==> src/rtl/core/irpw_pkg.sv <==
// Shared types and constants for the pulse-width IR transmitter.
`timescale 1ns / 1ps

package irpw_pkg;

    localparam int CODE_W     = 12;                         // code_word field width
    localparam int CODE_BITS  = 12;                         // bits sent per frame
    localparam int BIT_IDX_W  = $clog2(CODE_BITS + 1);
    localparam int TICK_W     = 20;
    localparam int REP_W      = 3;
    localparam int DIV_W      = 8;
    localparam int CFG_IDX_W  = 3;
    localparam int CFG_DATA_W = 20;
    localparam int IN_DATA_W  = 16;
    localparam int OUT_DATA_W = 8;

    // register indexes on the config port
    localparam logic [CFG_IDX_W-1:0] REG_HEADER  = 3'd0;
    localparam logic [CFG_IDX_W-1:0] REG_SPACE   = 3'd1;
    localparam logic [CFG_IDX_W-1:0] REG_ONE     = 3'd2;
    localparam logic [CFG_IDX_W-1:0] REG_ZERO    = 3'd3;
    localparam logic [CFG_IDX_W-1:0] REG_GAP     = 3'd4;
    localparam logic [CFG_IDX_W-1:0] REG_REPEAT  = 3'd5;
    localparam logic [CFG_IDX_W-1:0] REG_CARRIER = 3'd6;

    // request kinds carried on tuser
    localparam logic FUNC_TICK = 1'b0;
    localparam logic FUNC_SEND = 1'b1;

    // register reset values
    localparam logic [TICK_W-1:0] HEADER_RST  = 20'd18952;
    localparam logic [TICK_W-1:0] SPACE_RST   = 20'd4800;
    localparam logic [TICK_W-1:0] ONE_RST     = 20'd9600;
    localparam logic [TICK_W-1:0] ZERO_RST    = 20'd4800;
    localparam logic [TICK_W-1:0] GAP_RST     = 20'd356768;
    localparam logic [REP_W-1:0]  REPEAT_RST  = 3'd2;
    localparam logic [DIV_W-1:0]  CARRIER_RST = 8'd104;

    typedef enum logic [5:0] {
        PH_IDLE     = 6'b000001,
        PH_HEADER   = 6'b000010,
        PH_HSPACE   = 6'b000100,
        PH_BITMARK  = 6'b001000,
        PH_BITSPACE = 6'b010000,
        PH_GAP      = 6'b100000
    } phase_t;

    typedef struct packed {
        logic [TICK_W-1:0] header_ticks;
        logic [TICK_W-1:0] space_ticks;
        logic [TICK_W-1:0] one_ticks;
        logic [TICK_W-1:0] zero_ticks;
        logic [TICK_W-1:0] gap_ticks;
        logic [REP_W-1:0]  repeat_count;
        logic [DIV_W-1:0]  carrier_div;
    } cfg_t;

    // sequencer status: current-state flags and the flags after this request
    typedef struct packed {
        logic idle;         // phase register is idle
        logic frames_live;  // frames still owed
        logic mark_next;
        logic busy_next;
        logic done_next;
    } seq_stat_t;

endpackage

==> src/rtl/core/irpw_carrier.sv <==
// Free-running carrier divider, stepped once per tick request.
`timescale 1ns / 1ps

module irpw_carrier (
    input  logic                      clk,
    input  logic                      rst_n,
    input  logic                      tick,
    input  logic [irpw_pkg::DIV_W-1:0] carrier_div,
    output logic                      level_next
);

    logic [irpw_pkg::DIV_W-1:0] count_reg;
    logic [irpw_pkg::DIV_W-1:0] count_next;
    logic                       level_reg;
    logic                       lvl_next;

    always_comb
    begin
        count_next = count_reg;
        lvl_next   = level_reg;
        if (tick)
        begin
            if (count_reg >= carrier_div)
            begin
                count_next = '0;
                lvl_next   = ~level_reg;
            end
            else
            begin
                count_next = count_reg + 1'b1;
            end
        end
    end

    assign level_next = lvl_next;

    always_ff @(posedge clk or negedge rst_n)
    begin
        if (!rst_n)
        begin
            count_reg <= '0;
            level_reg <= 1'b0;
        end
        else
        begin
            count_reg <= count_next;
            level_reg <= lvl_next;
        end
    end

endmodule

==> src/rtl/core/irpw_sequencer.sv <==
// Frame sequencer: header, bit marks and spaces, repeats and gaps.
`timescale 1ns / 1ps

module irpw_sequencer (
    input  logic                            clk,
    input  logic                            rst_n,
    input  logic                            tick,
    input  logic                            send,
    input  logic [irpw_pkg::CODE_W-1:0]     code,
    input  irpw_pkg::cfg_t                  cfg,
    output irpw_pkg::seq_stat_t             stat
);

    irpw_pkg::phase_t                   phase_reg, phase_next;
    logic [irpw_pkg::BIT_IDX_W-1:0]     bit_idx_reg, bit_idx_next;
    logic [irpw_pkg::CODE_BITS-1:0]     shift_reg, shift_next;
    logic [irpw_pkg::CODE_BITS-1:0]     latched_reg, latched_next;
    logic [irpw_pkg::TICK_W-1:0]        dur_reg, dur_next;
    logic [irpw_pkg::REP_W-1:0]         frames_reg, frames_next;
    logic                               done;
    logic [irpw_pkg::CODE_BITS-1:0]     shifted;
    logic [irpw_pkg::BIT_IDX_W-1:0]     bit_idx_inc;
    logic [irpw_pkg::CODE_BITS-1:0]     word_in;

    assign shifted     = shift_reg << 1;
    assign bit_idx_inc = bit_idx_reg + 1'b1;
    assign word_in     = irpw_pkg::CODE_BITS'(code);

    always_comb
    begin
        phase_next   = phase_reg;
        bit_idx_next = bit_idx_reg;
        shift_next   = shift_reg;
        latched_next = latched_reg;
        dur_next     = dur_reg;
        frames_next  = frames_reg;
        done         = 1'b0;

        if (send && phase_reg == irpw_pkg::PH_IDLE)
        begin
            latched_next = word_in;
            frames_next  = (cfg.repeat_count == '0) ? irpw_pkg::REP_W'(1) : cfg.repeat_count;
            shift_next   = word_in;
            bit_idx_next = '0;
            phase_next   = irpw_pkg::PH_HEADER;
            dur_next     = cfg.header_ticks;
        end
        else if (tick && phase_reg != irpw_pkg::PH_IDLE)
        begin
            if (dur_reg > irpw_pkg::TICK_W'(1))
            begin
                dur_next = dur_reg - 1'b1;
            end
            else
            begin
                unique case (phase_reg)
                    irpw_pkg::PH_HEADER:
                    begin
                        phase_next = irpw_pkg::PH_HSPACE;
                        dur_next   = cfg.space_ticks;
                    end
                    irpw_pkg::PH_HSPACE:
                    begin
                        phase_next = irpw_pkg::PH_BITMARK;
                        dur_next   = shift_reg[irpw_pkg::CODE_BITS-1] ?
                                     cfg.one_ticks : cfg.zero_ticks;
                    end
                    irpw_pkg::PH_BITMARK:
                    begin
                        phase_next = irpw_pkg::PH_BITSPACE;
                        dur_next   = cfg.space_ticks;
                    end
                    irpw_pkg::PH_BITSPACE:
                    begin
                        shift_next   = shifted;
                        bit_idx_next = bit_idx_inc;
                        if (bit_idx_inc < irpw_pkg::BIT_IDX_W'(irpw_pkg::CODE_BITS))
                        begin
                            phase_next = irpw_pkg::PH_BITMARK;
                            dur_next   = shifted[irpw_pkg::CODE_BITS-1] ?
                                         cfg.one_ticks : cfg.zero_ticks;
                        end
                        else if (frames_reg > irpw_pkg::REP_W'(1))
                        begin
                            frames_next = frames_reg - 1'b1;
                            if (cfg.gap_ticks == '0)
                            begin
                                shift_next   = latched_reg;
                                bit_idx_next = '0;
                                phase_next   = irpw_pkg::PH_HEADER;
                                dur_next     = cfg.header_ticks;
                            end
                            else
                            begin
                                phase_next = irpw_pkg::PH_GAP;
                                dur_next   = cfg.gap_ticks;
                            end
                        end
                        else
                        begin
                            frames_next  = '0;
                            phase_next   = irpw_pkg::PH_IDLE;
                            dur_next     = '0;
                            bit_idx_next = '0;
                            done         = 1'b1;
                        end
                    end
                    irpw_pkg::PH_GAP:
                    begin
                        shift_next   = latched_reg;
                        bit_idx_next = '0;
                        phase_next   = irpw_pkg::PH_HEADER;
                        dur_next     = cfg.header_ticks;
                    end
                    default:
                    begin
                        phase_next = irpw_pkg::PH_IDLE;
                        dur_next   = '0;
                    end
                endcase
            end
        end
    end

    always_comb
    begin
        stat.idle        = (phase_reg == irpw_pkg::PH_IDLE);
        stat.frames_live = (frames_reg != '0);
        stat.mark_next   = (phase_next == irpw_pkg::PH_HEADER) ||
                           (phase_next == irpw_pkg::PH_BITMARK);
        stat.busy_next   = (phase_next != irpw_pkg::PH_IDLE);
        stat.done_next   = done;
    end

    always_ff @(posedge clk or negedge rst_n)
    begin
        if (!rst_n)
        begin
            phase_reg   <= irpw_pkg::PH_IDLE;
            bit_idx_reg <= '0;
            shift_reg   <= '0;
            latched_reg <= '0;
            dur_reg     <= '0;
            frames_reg  <= '0;
        end
        else
        begin
            phase_reg   <= phase_next;
            bit_idx_reg <= bit_idx_next;
            shift_reg   <= shift_next;
            latched_reg <= latched_next;
            dur_reg     <= dur_next;
            frames_reg  <= frames_next;
        end
    end

endmodule

==> src/rtl/core/ir_pulse_width_transmitter.sv <==
// A request is held in the input register, and its result then waits in the result register.
// Throughput: one request per cycle while results are taken; each yields exactly one result.
// The rate is set by the single pass from the input register through the sequencer and
// carrier divider into the result register.
// Reset (rst_n low, asynchronous): idle, carrier low, config at defaults, pipeline empty.
`timescale 1ns / 1ps

module ir_pulse_width_transmitter (
    input  logic                               clk,
    input  logic                               rst_n,
    // request stream
    input  logic                               s_axis_tvalid,
    output logic                               s_axis_tready,
    input  logic [irpw_pkg::IN_DATA_W-1:0]     s_axis_tdata,  // [11:0] code_word, rest zero
    input  logic                               s_axis_tuser,  // [0] func
    // result stream
    output logic                               m_axis_tvalid,
    input  logic                               m_axis_tready,
    output logic [irpw_pkg::OUT_DATA_W-1:0]    m_axis_tdata,  // [0] ir_out, [1] mark_active,
                                                               // [2] busy_res, [3] done_res
    // register writes
    input  logic                               cfg_valid,
    output logic                               cfg_ready,
    input  logic [irpw_pkg::CFG_IDX_W-1:0]     cfg_index,
    input  logic [irpw_pkg::CFG_DATA_W-1:0]    cfg_data
);

    // config registers
    irpw_pkg::cfg_t cfg_reg;
    irpw_pkg::cfg_t cfg_next;

    // input stage
    logic                            in_valid_reg, in_valid_next;
    logic                            in_func_reg;
    logic [irpw_pkg::CODE_W-1:0]     in_code_reg;

    // result stage
    logic                            out_valid_reg, out_valid_next;
    logic [3:0]                      out_bits_reg;

    logic                            adv;       // input stage moves into the result stage
    logic                            tick;
    logic                            send;
    logic                            level_next;
    irpw_pkg::seq_stat_t             stat;

    // Config port never stalls; writes take effect at once, so send them while idle.
    assign cfg_ready = 1'b1;

    always_comb
    begin
        cfg_next = cfg_reg;
        if (cfg_valid)
        begin
            unique case (cfg_index)
                irpw_pkg::REG_HEADER:  cfg_next.header_ticks = cfg_data;
                irpw_pkg::REG_SPACE:   cfg_next.space_ticks  = cfg_data;
                irpw_pkg::REG_ONE:     cfg_next.one_ticks    = cfg_data;
                irpw_pkg::REG_ZERO:    cfg_next.zero_ticks   = cfg_data;
                irpw_pkg::REG_GAP:     cfg_next.gap_ticks    = cfg_data;
                irpw_pkg::REG_REPEAT:  cfg_next.repeat_count = cfg_data[irpw_pkg::REP_W-1:0];
                irpw_pkg::REG_CARRIER: cfg_next.carrier_div  = cfg_data[irpw_pkg::DIV_W-1:0];
                default:               cfg_next = cfg_reg;  // unmapped index: dropped
            endcase
        end
    end

    always_ff @(posedge clk or negedge rst_n)
    begin
        if (!rst_n)
        begin
            cfg_reg.header_ticks <= irpw_pkg::HEADER_RST;
            cfg_reg.space_ticks  <= irpw_pkg::SPACE_RST;
            cfg_reg.one_ticks    <= irpw_pkg::ONE_RST;
            cfg_reg.zero_ticks   <= irpw_pkg::ZERO_RST;
            cfg_reg.gap_ticks    <= irpw_pkg::GAP_RST;
            cfg_reg.repeat_count <= irpw_pkg::REPEAT_RST;
            cfg_reg.carrier_div  <= irpw_pkg::CARRIER_RST;
        end
        else
        begin
            cfg_reg <= cfg_next;
        end
    end

    // Pipeline control: the input stage drains whenever the result register is
    // empty or being taken, so a full pipe takes a request every cycle while results are taken.
    assign adv           = in_valid_reg && (!out_valid_reg || m_axis_tready);
    assign s_axis_tready = !in_valid_reg || adv;
    assign tick          = adv && (in_func_reg == irpw_pkg::FUNC_TICK);
    assign send          = adv && (in_func_reg == irpw_pkg::FUNC_SEND);

    always_comb
    begin
        in_valid_next = in_valid_reg;
        if (s_axis_tvalid && s_axis_tready)
            in_valid_next = 1'b1;
        else if (adv)
            in_valid_next = 1'b0;

        out_valid_next = out_valid_reg;
        if (adv)
            out_valid_next = 1'b1;
        else if (m_axis_tready)
            out_valid_next = 1'b0;
    end

    always_ff @(posedge clk or negedge rst_n)
    begin
        if (!rst_n)
        begin
            in_valid_reg  <= 1'b0;
            out_valid_reg <= 1'b0;
        end
        else
        begin
            in_valid_reg  <= in_valid_next;
            out_valid_reg <= out_valid_next;
        end
    end

    // payload registers, no reset
    always_ff @(posedge clk)
    begin
        if (s_axis_tvalid && s_axis_tready)
        begin
            in_func_reg <= s_axis_tuser;
            in_code_reg <= s_axis_tdata[irpw_pkg::CODE_W-1:0];
        end
        if (adv)
        begin
            out_bits_reg <= {stat.done_next, stat.busy_next, stat.mark_next,
                             stat.mark_next & level_next};
        end
    end

    irpw_carrier u_carrier (
        .clk         (clk),
        .rst_n       (rst_n),
        .tick        (tick),
        .carrier_div (cfg_reg.carrier_div),
        .level_next  (level_next)
    );

    irpw_sequencer u_sequencer (
        .clk   (clk),
        .rst_n (rst_n),
        .tick  (tick),
        .send  (send),
        .code  (in_code_reg),
        .cfg   (cfg_reg),
        .stat  (stat)
    );

    assign m_axis_tvalid = out_valid_reg;
    assign m_axis_tdata  = {{(irpw_pkg::OUT_DATA_W - 4){1'b0}}, out_bits_reg};

    // frames owed exactly while a transmission runs
    a_frames_busy: assert property (@(posedge clk) disable iff (!rst_n)
        stat.frames_live == !stat.idle)
        else $error("frame count out of step with sequencer phase");

    // a done result leaves the sequencer idle
    a_done_idle: assert property (@(posedge clk) disable iff (!rst_n)
        adv && stat.done_next |=> stat.idle)
        else $error("sequencer not idle after final frame");

    // a send request taken while idle gives a busy result
    a_send_busy: assert property (@(posedge clk) disable iff (!rst_n)
        send && stat.idle |=> out_valid_reg && out_bits_reg[2])
        else $error("send request did not start a transmission");

    // carrier only reaches the LED during a mark
    a_ir_in_mark: assert property (@(posedge clk) disable iff (!rst_n)
        adv && !stat.mark_next |=> !out_bits_reg[0])
        else $error("LED driven outside a mark");

endmodule

==> config.mk <==
export PLATFORM = sky130hd
export DESIGN_NAME = ir_pulse_width_transmitter
export DESIGN_NICKNAME = d
export VERILOG_FILES = /design/src/rtl/core/irpw_pkg.sv /design/src/rtl/core/irpw_carrier.sv /design/src/rtl/core/irpw_sequencer.sv /design/src/rtl/core/ir_pulse_width_transmitter.sv
export SDC_FILE = /design/constraint.sdc
export NUM_CORES = 1
export LEC_CHECK = 0
export ABC_AREA = 0
export BUFFER_PORTS_ARGS = -buffer_cell sky130_fd_sc_hd__buf_2
export CORE_UTILIZATION = 56
export CTS_CLUSTER_DIAMETER = 120
export CTS_CLUSTER_SIZE = 40
export DETAILED_ROUTE_END_ITERATION = 7
export GPL_TIMING_DRIVEN = 0
export PLACE_DENSITY = 0.77
export SLEW_MARGIN = 20
export SYNTH_ARGS = -nofsm -noshare
export SYNTH_HDL_FRONTEND = slang
export SYNTH_SLANG_ARGS = --single-unit
==> constraint.sdc <==
create_clock -name clk -period 2.65 [get_ports clk]
set_clock_uncertainty 0.05 [all_clocks]
set_input_delay 0.795 -clock clk [delete_from_list [all_inputs] [get_ports clk]]
set_output_delay 0.795 -clock clk [all_outputs]
set_load 0.01 [all_outputs]
==> impl_metrics.env, run 1 <==
export IMPL_grt_max_degree=104
export IMPL_grt_pass1_vias=7786
export IMPL_wl_per_cell_um=22.0
export IMPL_synth_edff_count=17
export IMPL_netlist_top_cells_count="dfrtp_1 (150), mux2_2 (130), nand2_1 (86)"
export IMPL_antenna_cells=0
export IMPL_synth_top_cell_area_share_pct=37.3
export IMPL_gr_usage_all_layers_pct=31.1
export IMPL_antenna_found_initial=0
export IMPL_synth_distinct_cells=69
export IMPL_max_freq_ghz=0.368
export IMPL_setup_violations=6
export IMPL_worst_pin_slew_ns=0.815
export IMPL_pin_count=56
export IMPL_setup_ws_ns=-0.0639
export IMPL_ant_nets=0
export IMPL_drc=1
export IMPL_critPathArrivalTime_ns=2.84
export IMPL_num_vias=7923
export IMPL_io_buffers=46
export IMPL_clock_latency_ns=0.43
export IMPL_clkTransAtPathRegs_ns=0.07
export IMPL_ys_top_cells_by_area="dfrtp_1 (37%), mux2_2 (15%), dfstp_2 (7.6%)"
export IMPL_crit_required_ns=2.77
export IMPL_final_cells=1234
export IMPL_hold_viol=0
export IMPL_async_flop_share_pct=91.3
export IMPL_stdcell_area_um2=11700
export IMPL_rows=48
export IMPL_largest_reg_flops=111
export IMPL_start_kind="flip-flop"
export IMPL_run_status="finished, violations left"
export IMPL_grt_pass1_wl_um=43100
export IMPL_die_h_um=136
export IMPL_n_fill_cell=1315
export IMPL_cts_tree="done"
export IMPL_slew_headroom_pct=45.6
export IMPL_maxCapViolCount=0
export IMPL_p_per_area_nw_per_um2=735
export IMPL_dpl_cell_area_um2=10600
export IMPL_final_setup_tns_ns=-0.105
export IMPL_cts_root_buf="clkbuf_16"
export IMPL_layout_drive_gt1_share_pct=35.1
export IMPL_place_inst=1182
export IMPL_drt_wl_total_um=27200
export IMPL_core_area_um2=17400
export IMPL_power_total_mw=8.58
export IMPL_end_kind="flip-flop"
export IMPL_place_hpwl_um=18500
export IMPL_ys_seq_area_share_pct=50.0
export IMPL_period_share_pct=102
export IMPL_cts_sinks=196
export IMPL_synthCells=907
export IMPL_vias_per_cell=6.42
export IMPL_start_util_pct=57.8
export IMPL_criticalPathCategory="flip-flop to flip-flop"
export IMPL_finalCriticalPeriod_ns=2.71
export IMPL_finalNetCount=1054
export IMPL_drt_iter0_drc=723
export IMPL_firstDrtPassIters=8
export IMPL_yosysMostFrequentCell="dfrtp_1"
export IMPL_placement_setup_worst_slack_ns=-0.851
export IMPL_hold_class="primary input to asynchronous set/reset pin"
export IMPL_r2r_slack_ns=-0.06
export IMPL_avgSynthCellArea_um2=11.1
export IMPL_fp_dieW_um=136
export IMPL_leakagePower_nw=4.78
export IMPL_gp_congestion=0.902
export IMPL_synth_area_leader_cell="dfrtp_1"
export IMPL_worstPathMaxFanout=6
export IMPL_worst_r2r_path_depth=7
export IMPL_dieArea_um2=18500
export IMPL_cts_made_buffers=17
export IMPL_ys_seq_elements=196
export IMPL_overflow=0
export IMPL_holdBufCountCts=0
export IMPL_rsz0062_at_grt="yes"
export IMPL_synth_main_ff_cell="dfrtp_1"
export IMPL_areaGrowthSynthToFinish_pct=16.0
export IMPL_slew_viol_final=0
export IMPL_clockBufferDepth=2
export IMPL_h_tree_depth=4
export IMPL_irDropWorstVdd_mv=0.519
export IMPL_syn_cell_area_um2=10100
export IMPL_yosysWarnings=0
export IMPL_violations="design-rule violations, negative setup slack"
[path summary, 6_finish.rpt]
| path | from | endpoint |
|---|---|---|
| min in group clk | u_sequencer.latched_reg[9] | u_sequencer.latched_reg[9] |
| setup / recovery | u_sequencer.dur_reg[7] | out_bits_reg[2] |
| hold / removal | rst_n | m_axis_tvalid |
| max in group asynchronous | rst_n | u_sequencer.dur_reg[8] |
| setup reg to reg | u_sequencer.dur_reg[7] | out_bits_reg[2] |
| hold reg to reg | u_sequencer.latched_reg[9] | u_sequencer.latched_reg[9] |
[cells in the final DEF (no fill, tap or decap), types with 6 or more instances in the layout]
cell / count
a211oi_1: 13
a21oi_1: 45
a221oi_1: 6
a222oi_1: 17
and3_1: 6
buf_2: 48
buf_4: 33
clkbuf_1: 19
clkbuf_16: 18
clkbuf_2: 16
clkbuf_4: 8
dfrtp_1: 146
dfstp_2: 29
edfxtp_1: 17
ha_1: 12
inv_1: 14
mux2_2: 130
mux2i_1: 25
nand2_1: 83
nand2b_1: 11
nand3_1: 16
nor2_1: 30
nor2b_1: 15
nor3_1: 21
nor3b_1: 6
nor4_1: 6
o21ai_0: 46
o21ai_1: 12
o221ai_1: 16
or4_1: 7
xnor2_1: 7
[layer usage]
layer,vias to the layer above,GRT usage [%],wire length (um)
li1,3549,-,-
met1,3897,41.8,11500
met2,387,47.0,12200
met3,90,9.51,2530
met4,0,12.0,954
met5,-,0,0
[power breakdown]
group          internal (mW)  total, mW  switching, mW
clock network           1.43       2.53           1.11
logic                  0.968       1.87          0.906
registers               3.65       4.17          0.516
[critical path, stage by stage (launching register included)]
cell	delay, ns
dfrtp_1	0.39
or4_4	0.58
nor4_4	0.19
and3_1	0.19
buf_4	0.15
nand2_2	0.10
a32o_2	0.30
or4_1	0.50
[layout make-up]
cell class              count  area, um2  area share, %
well taps                 225        282           2.41
repair buffers             74        478           4.10
inverters                  15       56.3          0.482
clock inverters             7       71.3          0.611
clock buffers              25        507           4.34
flip-flops and latches    196       5030           43.1
multi-input cells         639       4940           42.3
plain buffers              53        309           2.65
[kinds of logic (layout without fill, tap and decap cells)]
family          count (synthesis)  in the layout  synth area share [%]
xor+xnor                       10             10                 0.871
other cells                     2              5                0.0747
buf+inv                        75            174                  3.21
mux                           155            155                  17.0
flops                         196            196                  50.0
simple gates                  256            256                  13.7
fa+ha+maj                      13             13                  1.62
compound gates                200            200                  13.5
[metrics by stage]
step	hold WS, ns	utilization [%]
after floorplan	0.378	-
after global placement	0.388	60.8
after detailed placement	0.398	61.0
after CTS	0.316	66.6
after global routing	0.323	67.0
final	0.274	67.0
[what timing repair did]
item / CTS / global route
pin swaps: 17 / 10
endpoints found under the setup margin: 55 / 46
resized for setup: 68 / 35
buffers inserted: 27 / 0
Note: power is estimated with default switching activity, not from simulation.
==> run 2, diff against run 1 <==
--- a/config.mk
+++ b/config.mk
@@ -13,6 +13,7 @@
 export DETAILED_ROUTE_END_ITERATION = 7
 export GPL_TIMING_DRIVEN = 0
 export PLACE_DENSITY = 0.77
+export RECOVER_POWER = 25
 export SLEW_MARGIN = 20
 export SYNTH_ARGS = -nofsm -noshare
 export SYNTH_HDL_FRONTEND = slang
==> run 2 against run 1 <==
Net effect: the flow finishes with violations (max-capacitance violations, max-slew violations, negative setup slack); count of clock-buffer cells in the layout unchanged; die area unchanged; fmax grew 0.12%; hold slack improved by 0.14 ns; combinational power hardly changed; global-route usage unchanged; critical path depth stayed put; clock power is essentially flat; first-iteration DRC count did not move; total power hardly changed; sequential cell count unchanged.
==> impl_metrics.env, run 2 (synthesized netlist as in run 1, its figures left out) <==
export IMPL_run_status="finished, violations left"
export IMPL_violations="max-capacitance violations, max-slew violations, negative setup slack"
export IMPL_gr_usage_all_layers_pct=31.1
export IMPL_n_fill_cell=1315
export IMPL_holdCritStartpoint="u_sequencer.latched_reg[9]"
export IMPL_drt_wl_total_um=27200
export IMPL_mostFrequentLayoutCells="dfrtp_1 (146), mux2_2 (130), nand2_1 (83)"
export IMPL_clockBufferDepth=2
export IMPL_slew_viol_final=77
export IMPL_ant_nets=0
export IMPL_start_kind="flip-flop"
export IMPL_net_switching_power_mw=2.53
export IMPL_worstPathMaxFanout=6
export IMPL_leakagePower_nw=4.78
export IMPL_h_tree_depth=4
export IMPL_r2r_end="out_bits_reg[2]"
export IMPL_irDropWorstVdd_mv=0.519
export IMPL_criticalPathCategory="flip-flop to flip-flop"
export IMPL_areaGrowthSynthToFinish_pct=15.9
export IMPL_start_util_pct=57.8
export IMPL_num_vias=7905
export IMPL_place_inst=1182
export IMPL_slew_headroom_pct=-36.2
export IMPL_cts_sinks=196
export IMPL_sequentialPowerShare_pct=48.6
export IMPL_intPower_mw=6.05
export IMPL_clock_latency_ns=0.43
export IMPL_largest_reg_flops=111
export IMPL_drt_iter0_drc=723
export IMPL_hold_depth=2
export IMPL_firstDrtPassIters=6
export IMPL_finalCriticalPeriod_ns=2.71
export IMPL_reg2reg_from="u_sequencer.dur_reg[7]"
export IMPL_path_cells="or4_4, nor4_4, and3_1, buf_4, nand2_2, a32o_2, or4_1"
export IMPL_rsz0062_at_grt="yes"
export IMPL_io_buffers=46
export IMPL_mostFrequentLayoutCell="dfrtp_1"
export IMPL_final_util_pct=66.9
export IMPL_vias_per_cell=6.41
export IMPL_crit_required_ns=2.78
export IMPL_p_per_area_nw_per_um2=736
export IMPL_critPathArrivalTime_ns=2.84
export IMPL_grt_max_degree=104
export IMPL_r2r_slack_ns=-0.06
export IMPL_path_delay_family="simple AND/OR/NAND/NOR gates"
export IMPL_p_sw_share_pct=29.5
export IMPL_holdBufCountCts=0
export IMPL_pin_count=56
export IMPL_wl_per_cell_um=22.0
export IMPL_hold_end="u_sequencer.latched_reg[9]"
export IMPL_final_cells=1234
export IMPL_setup_ws_ns=-0.0606
export IMPL_hold_class="flip-flop to flip-flop"
export IMPL_rows=48
export IMPL_fp_dieW_um=136
export IMPL_end_kind="flip-flop"
export IMPL_path_buf_inv=1
export IMPL_dieArea_um2=18500
export IMPL_cts_tree="done"
export IMPL_clock_power_share_pct=29.6
export IMPL_p_comb_share_pct=21.8
export IMPL_antenna_cells=0
export IMPL_cp_slowest_stage_delay_ns=0.58
export IMPL_max_freq_ghz=0.369
export IMPL_core_area_um2=17400
export IMPL_die_h_um=136
export IMPL_maxCapViolCount=1
export IMPL_hold_viol=0
export IMPL_grt_pass1_wl_um=43100
export IMPL_worst_pin_slew_ns=2.04
export IMPL_gp_congestion=0.902
export IMPL_cts_made_buffers=17
export IMPL_critPathSlowestCell="or4_4"
export IMPL_worst_r2r_path_depth=7
export IMPL_place_hpwl_um=18500
export IMPL_setup_violations=4
export IMPL_drc=0
export IMPL_clkTransAtPathRegs_ns=0.07
export IMPL_layout_drive_gt1_share_pct=35.0
export IMPL_period_share_pct=102
export IMPL_antenna_found_initial=0
export IMPL_finalNetCount=1054
export IMPL_grt_pass1_vias=7786
export IMPL_overflow=0
export IMPL_cts_root_buf="clkbuf_16"
[run 2: changes by cell type in the layout (fill, tap and decap cells not counted)]
cell / delta
clkbuf_2: +1
buf_8: -1
buf_2: -1
clkbuf_1: +1
[run 2: timing repair]
item	4_1_cts	5_1_grt
setup endpoints to repair	55	46
cloned	0	0
buffers inserted	27	0
resized for setup	68	35
pin swaps	17	10
[run 2: layer usage]
layer	share of wire [%]	global-route usage, %	up-vias
met2	45	47.0	381
met3	9.0	9.51	86
met5	0	0	-
met4	3.4	12.0	0
met1	43	41.8	3890
li1	-	-	3548
[run 2: power by group through the flow]
| stage | registers [mW] | logic [mW] | clock network, mW |
|---|---|---|---|
| CTS | 4.13 | 1.79 | 2.56 |
| floorplan | 4.03 | 1.23 | 0 |
| detailed placement | 4.19 | 1.61 | 0 |
| global placement | 4.16 | 1.54 | 0 |
| global route | 4.23 | 2.05 | 2.67 |
| finish | 4.17 | 1.87 | 2.54 |
[run 2: area by class of cell]
| cell class | count | area [um2] | share of cell area (%) |
|---|---|---|---|
| flip-flops and latches | 196 | 5030 | 43.2 |
| multi-input cells | 639 | 4940 | 42.3 |
| clock buffers | 25 | 507 | 4.35 |
| repair buffers | 74 | 467 | 4.00 |
| plain buffers | 53 | 309 | 2.65 |
| well taps | 225 | 282 | 2.41 |
| clock inverters | 7 | 71.3 | 0.612 |
| inverters | 15 | 56.3 | 0.483 |
[run 2: worst min-delay path, cell delays in order (launching register included)]
cell and delay [ns]:
dfrtp_1 0.34, nand2_1 0.05, nand2_1 0.05
[run 2: how the worst max path moves through the flow]
stage	start	endpoint	slack, ns	depth (start not counted)
after floorplan	u_sequencer.dur_reg[10]	out_bits_reg[2]	-0.04	6
after global placement	rst_n	cfg_reg[46]	-2.12	1
after detailed placement	m_axis_tready	u_sequencer.dur_reg[6]	-0.85	9
after CTS	u_sequencer.dur_reg[8]	out_bits_reg[2]	-0.07	6
after global routing	u_sequencer.dur_reg[7]	out_bits_reg[2]	-0.13	7
final	u_sequencer.dur_reg[7]	out_bits_reg[2]	-0.06	7
[run 2: through the flow]
step | power, mW | setup slack (ns) | instance area, um2 | hold WS [ns] | TNS [ns]
after CTS | 8.48 | -0.0673 | 11600 | 0.316 | -0.0673
after global routing | 8.95 | -0.128 | 11700 | 0.436 | -1.42
final | 8.58 | -0.0606 | 11700 | 0.411 | -0.0874
after global placement | 5.70 | -2.12 | 10600 | 0.388 | -373.73
after floorplan | 5.25 | -0.0448 | 10100 | 0.378 | -0.0448
after detailed placement | 5.80 | -0.851 | 10600 | 0.398 | -28.49
==> run 3, diff against run 2 <==
--- a/config.mk
+++ b/config.mk
@@ -5,7 +5,7 @@
 export SDC_FILE = /design/constraint.sdc
 export NUM_CORES = 1
 export LEC_CHECK = 0
-export ABC_AREA = 0
+export ABC_AREA = 1
 export BUFFER_PORTS_ARGS = -buffer_cell sky130_fd_sc_hd__buf_2
 export CORE_UTILIZATION = 56
 export CTS_CLUSTER_DIAMETER = 120
==> run 3 against run 2 <==
Net effect: the run ends with max-capacitance violations, max-slew violations left; die area up 4.9%; count of clock-buffer cells in the layout down 6; register-to-register slack better by 0.26 ns; sequential power up 6.7%; first-iteration DRC count up 17%; sequential cell count unchanged; total power up 30%; cell count up 41%; clock power up 4%; global-route usage down 2.0 points; combinational power up 110%; worst setup slack better by 0.26 ns; critical path type unchanged; critical endpoint is now u_sequencer.dur_reg[8]; largest cell class unchanged.
==> impl_metrics.env, run 3 <==
export IMPL_run_status="finished, violations left"
export IMPL_violations="max-capacitance violations, max-slew violations"
export IMPL_period_share_pct=92.3
export IMPL_cts_root_buf="clkbuf_16"
export IMPL_cts_made_buffers=17
export IMPL_worstPathMaxFanout=10
export IMPL_critPathArrivalTime_ns=2.72
export IMPL_yosysMostFrequentCell="nand2_1"
export IMPL_hold_depth=2
export IMPL_start_util_pct=58.0
export IMPL_synthCells=1424
export IMPL_grt_pass1_vias=8771
export IMPL_power_total_mw=11.1
export IMPL_largest_reg_flops=111
export IMPL_criticalPathCategory="flip-flop to flip-flop"
export IMPL_holdBufCountCts=0
export IMPL_ant_nets=0
export IMPL_path_cells="ha_1, xor2_1, nand3_1, nand2_1, buf_2, nor2_1, nor3_1, nand2_1, nand2_1, nand2_1, nand2_1, nand2_1"
export IMPL_ys_seq_area_share_pct=47.6
export IMPL_n_fill_cell=1582
export IMPL_h_tree_depth=4
export IMPL_finalNetCount=1551
export IMPL_pin_count=56
export IMPL_ctsResizeCount=0
export IMPL_drc=0
export IMPL_max_freq_ghz=0.409
export IMPL_start_kind="flip-flop"
export IMPL_maxCapViolCount=1
export IMPL_finalCriticalPeriod_ns=2.45
export IMPL_grt_pass1_wl_um=44300
export IMPL_reg2reg_from="u_sequencer.bit_idx_reg[0]"
export IMPL_netlist_top_cells_count="nand2_1 (459), o21ai_0 (229), inv_1 (153)"
export IMPL_setup_violations=0
export IMPL_overflow=0
export IMPL_die_h_um=139
export IMPL_holdCritStartpoint="u_sequencer.latched_reg[1]"
export IMPL_worst_pin_slew_ns=1.93
export IMPL_clkTransAtPathRegs_ns=0.07
export IMPL_synth_main_ff_cell="dfrtp_1"
export IMPL_critPathSlowestCell="dfrtp_1"
export IMPL_hold_class="flip-flop to flip-flop"
export IMPL_p_per_area_nw_per_um2=948
export IMPL_mostFrequentLayoutCells="nand2_1 (459), o21ai_0 (229), inv_1 (154)"
export IMPL_rsz0062_at_grt="no"
export IMPL_synth_top_cell_area_share_pct=35.5
export IMPL_setup_ws_ns=0.203
export IMPL_async_flop_share_pct=91.3
export IMPL_antenna_cells=0
export IMPL_drt_wl_total_um=27400
export IMPL_gr_usage_all_layers_pct=29.1
export IMPL_vias_per_cell=5.45
export IMPL_clock_latency_ns=0.45
export IMPL_end_kind="flip-flop"
export IMPL_hold_end="u_sequencer.latched_reg[1]"
export IMPL_ys_seq_elements=196
export IMPL_mostFrequentLayoutCell="nand2_1"
export IMPL_gp_congestion=0.933
export IMPL_firstDrtPassIters=7
export IMPL_antenna_found_initial=0
export IMPL_grt_max_degree=98
export IMPL_slew_headroom_pct=-28.4
export IMPL_cts_sinks=196
export IMPL_synth_distinct_cells=41
export IMPL_multi_input_area_um2=4620
export IMPL_cp_slowest_stage_delay_ns=0.43
export IMPL_synth_edff_count=17
export IMPL_synth_area_leader_cell="dfrtp_1"
export IMPL_hold_viol=0
export IMPL_avgSynthCellArea_um2=7.42
export IMPL_ys_top_cells_by_area="dfrtp_1 (36%), nand2_1 (16%), o21ai_0 (11%)"
export IMPL_regArea_um2=5030
export IMPL_worstSetupStartpoint="u_sequencer.bit_idx_reg[0]"
export IMPL_postCtsSetupRepairBufs=0
export IMPL_final_setup_tns_ns=0
export IMPL_r2r_end="u_sequencer.dur_reg[8]"
export IMPL_core_area_um2=18200
export IMPL_syn_cell_area_um2=10600
export IMPL_cts_tree="done"
export IMPL_crit_required_ns=2.93
export IMPL_crit_top_cell="nand2_1"
export IMPL_rows=49
export IMPL_drt_iter0_drc=844
export IMPL_slew_viol_final=83
export IMPL_placement_setup_worst_slack_ns=-0.00756
export IMPL_dieArea_um2=19400
export IMPL_r2r_slack_ns=0.20
export IMPL_worst_r2r_path_depth=12
export IMPL_place_hpwl_um=20100
export IMPL_leakagePower_nw=5.98
export IMPL_num_vias=9464
export IMPL_clockBufferDepth=2
export IMPL_yosysWarnings=0
export IMPL_fp_dieW_um=139
export IMPL_wl_per_cell_um=15.8
export IMPL_layout_drive_gt1_share_pct=12.2
export IMPL_areaGrowthSynthToFinish_pct=11.1
export IMPL_io_buffers=46
export IMPL_irDropWorstVdd_mv=0.468
==> run 3: cell types whose count changed after synthesis, sizes merged, moves of 18 or more <==
cell and delta:
inv +156, mux2 -130, mux2i -24, nand2 +379, nand3 +40, nor2 +82, o21ai +179, o221ai -18
==> run 3: where the power goes <==
group | total (mW) | internal, mW | switching [mW]
Clock | 2.65 | 1.35 | 1.30
Combinational | 4.02 | 1.36 | 2.66
Sequential | 4.45 | 3.86 | 0.591
==> run 3: layout make-up <==
type	instances	share of cell area [%]
clock buffers	19	3.96
plain buffers	63	2.47
well taps	229	2.44
multi-input cells	997	39.4
clock inverters	13	1.27
repair buffers	47	2.20
inverters	171	5.47
flip-flops and latches	196	42.8
==> run 3: critical path: cells and delay by family (launching register included) <==
family / cells / cell delay (ns)
and+or+nand+nor: 9 / 1.15
adders and majority gates: 1 / 0.23
xor gates and xnor gates: 1 / 0.21
buffers and inverters: 1 / 0.26
DFF: 1 / 0.43
==> run 3: logic make-up (layout without fill, tap and decap cells) <==
kind of cell               Yosys count  after routing  share of synthesized area [%]
other                                2              5                         0.0711
xor gates and xnor gates            11             11                          0.912
buffers and inverters              234            313                           8.82
AOI/OAI and AO/OA                  293            293                           14.6
and+or+nand+nor                    674            674                           26.4
muxes                                1              1                         0.0948
DFF                                196            196                           47.6
adders and majority gates           13             13                           1.54
==> run 3: worst max path at each step <==
stage,end,slack [ns],depth (start not counted)
6_report,u_sequencer.dur_reg[8],0.20,12
5_1_grt,u_sequencer.dur_reg[16],0.07,12
4_1_cts,u_sequencer.dur_reg[8],0.29,12
3_5_place_dp,out_bits_reg[1],-0.008,12
3_3_place_gp,u_carrier.count_reg[6],-2.14,1
2_1_floorplan,out_bits_reg[0],0.48,13
==> run 3: metrics by stage <==
stage	hold WS, ns	instances	instance area [um2]	util (%)
after floorplan	0.387	1427	10600	-
after global placement	0.402	1702	11100	60.9
after detailed placement	0.407	1703	11100	61.1
after CTS	0.318	1735	11700	64.5
after global routing	0.456	1735	11700	64.4
final	0.429	1735	11700	64.4
==> run 3: routing by layer <==
metal	part of all wire, %	global-route usage [%]
met1	45	40.4
met2	47	47.1
met3	6.5	4.92
met4	1.9	8.48
met5	0	0
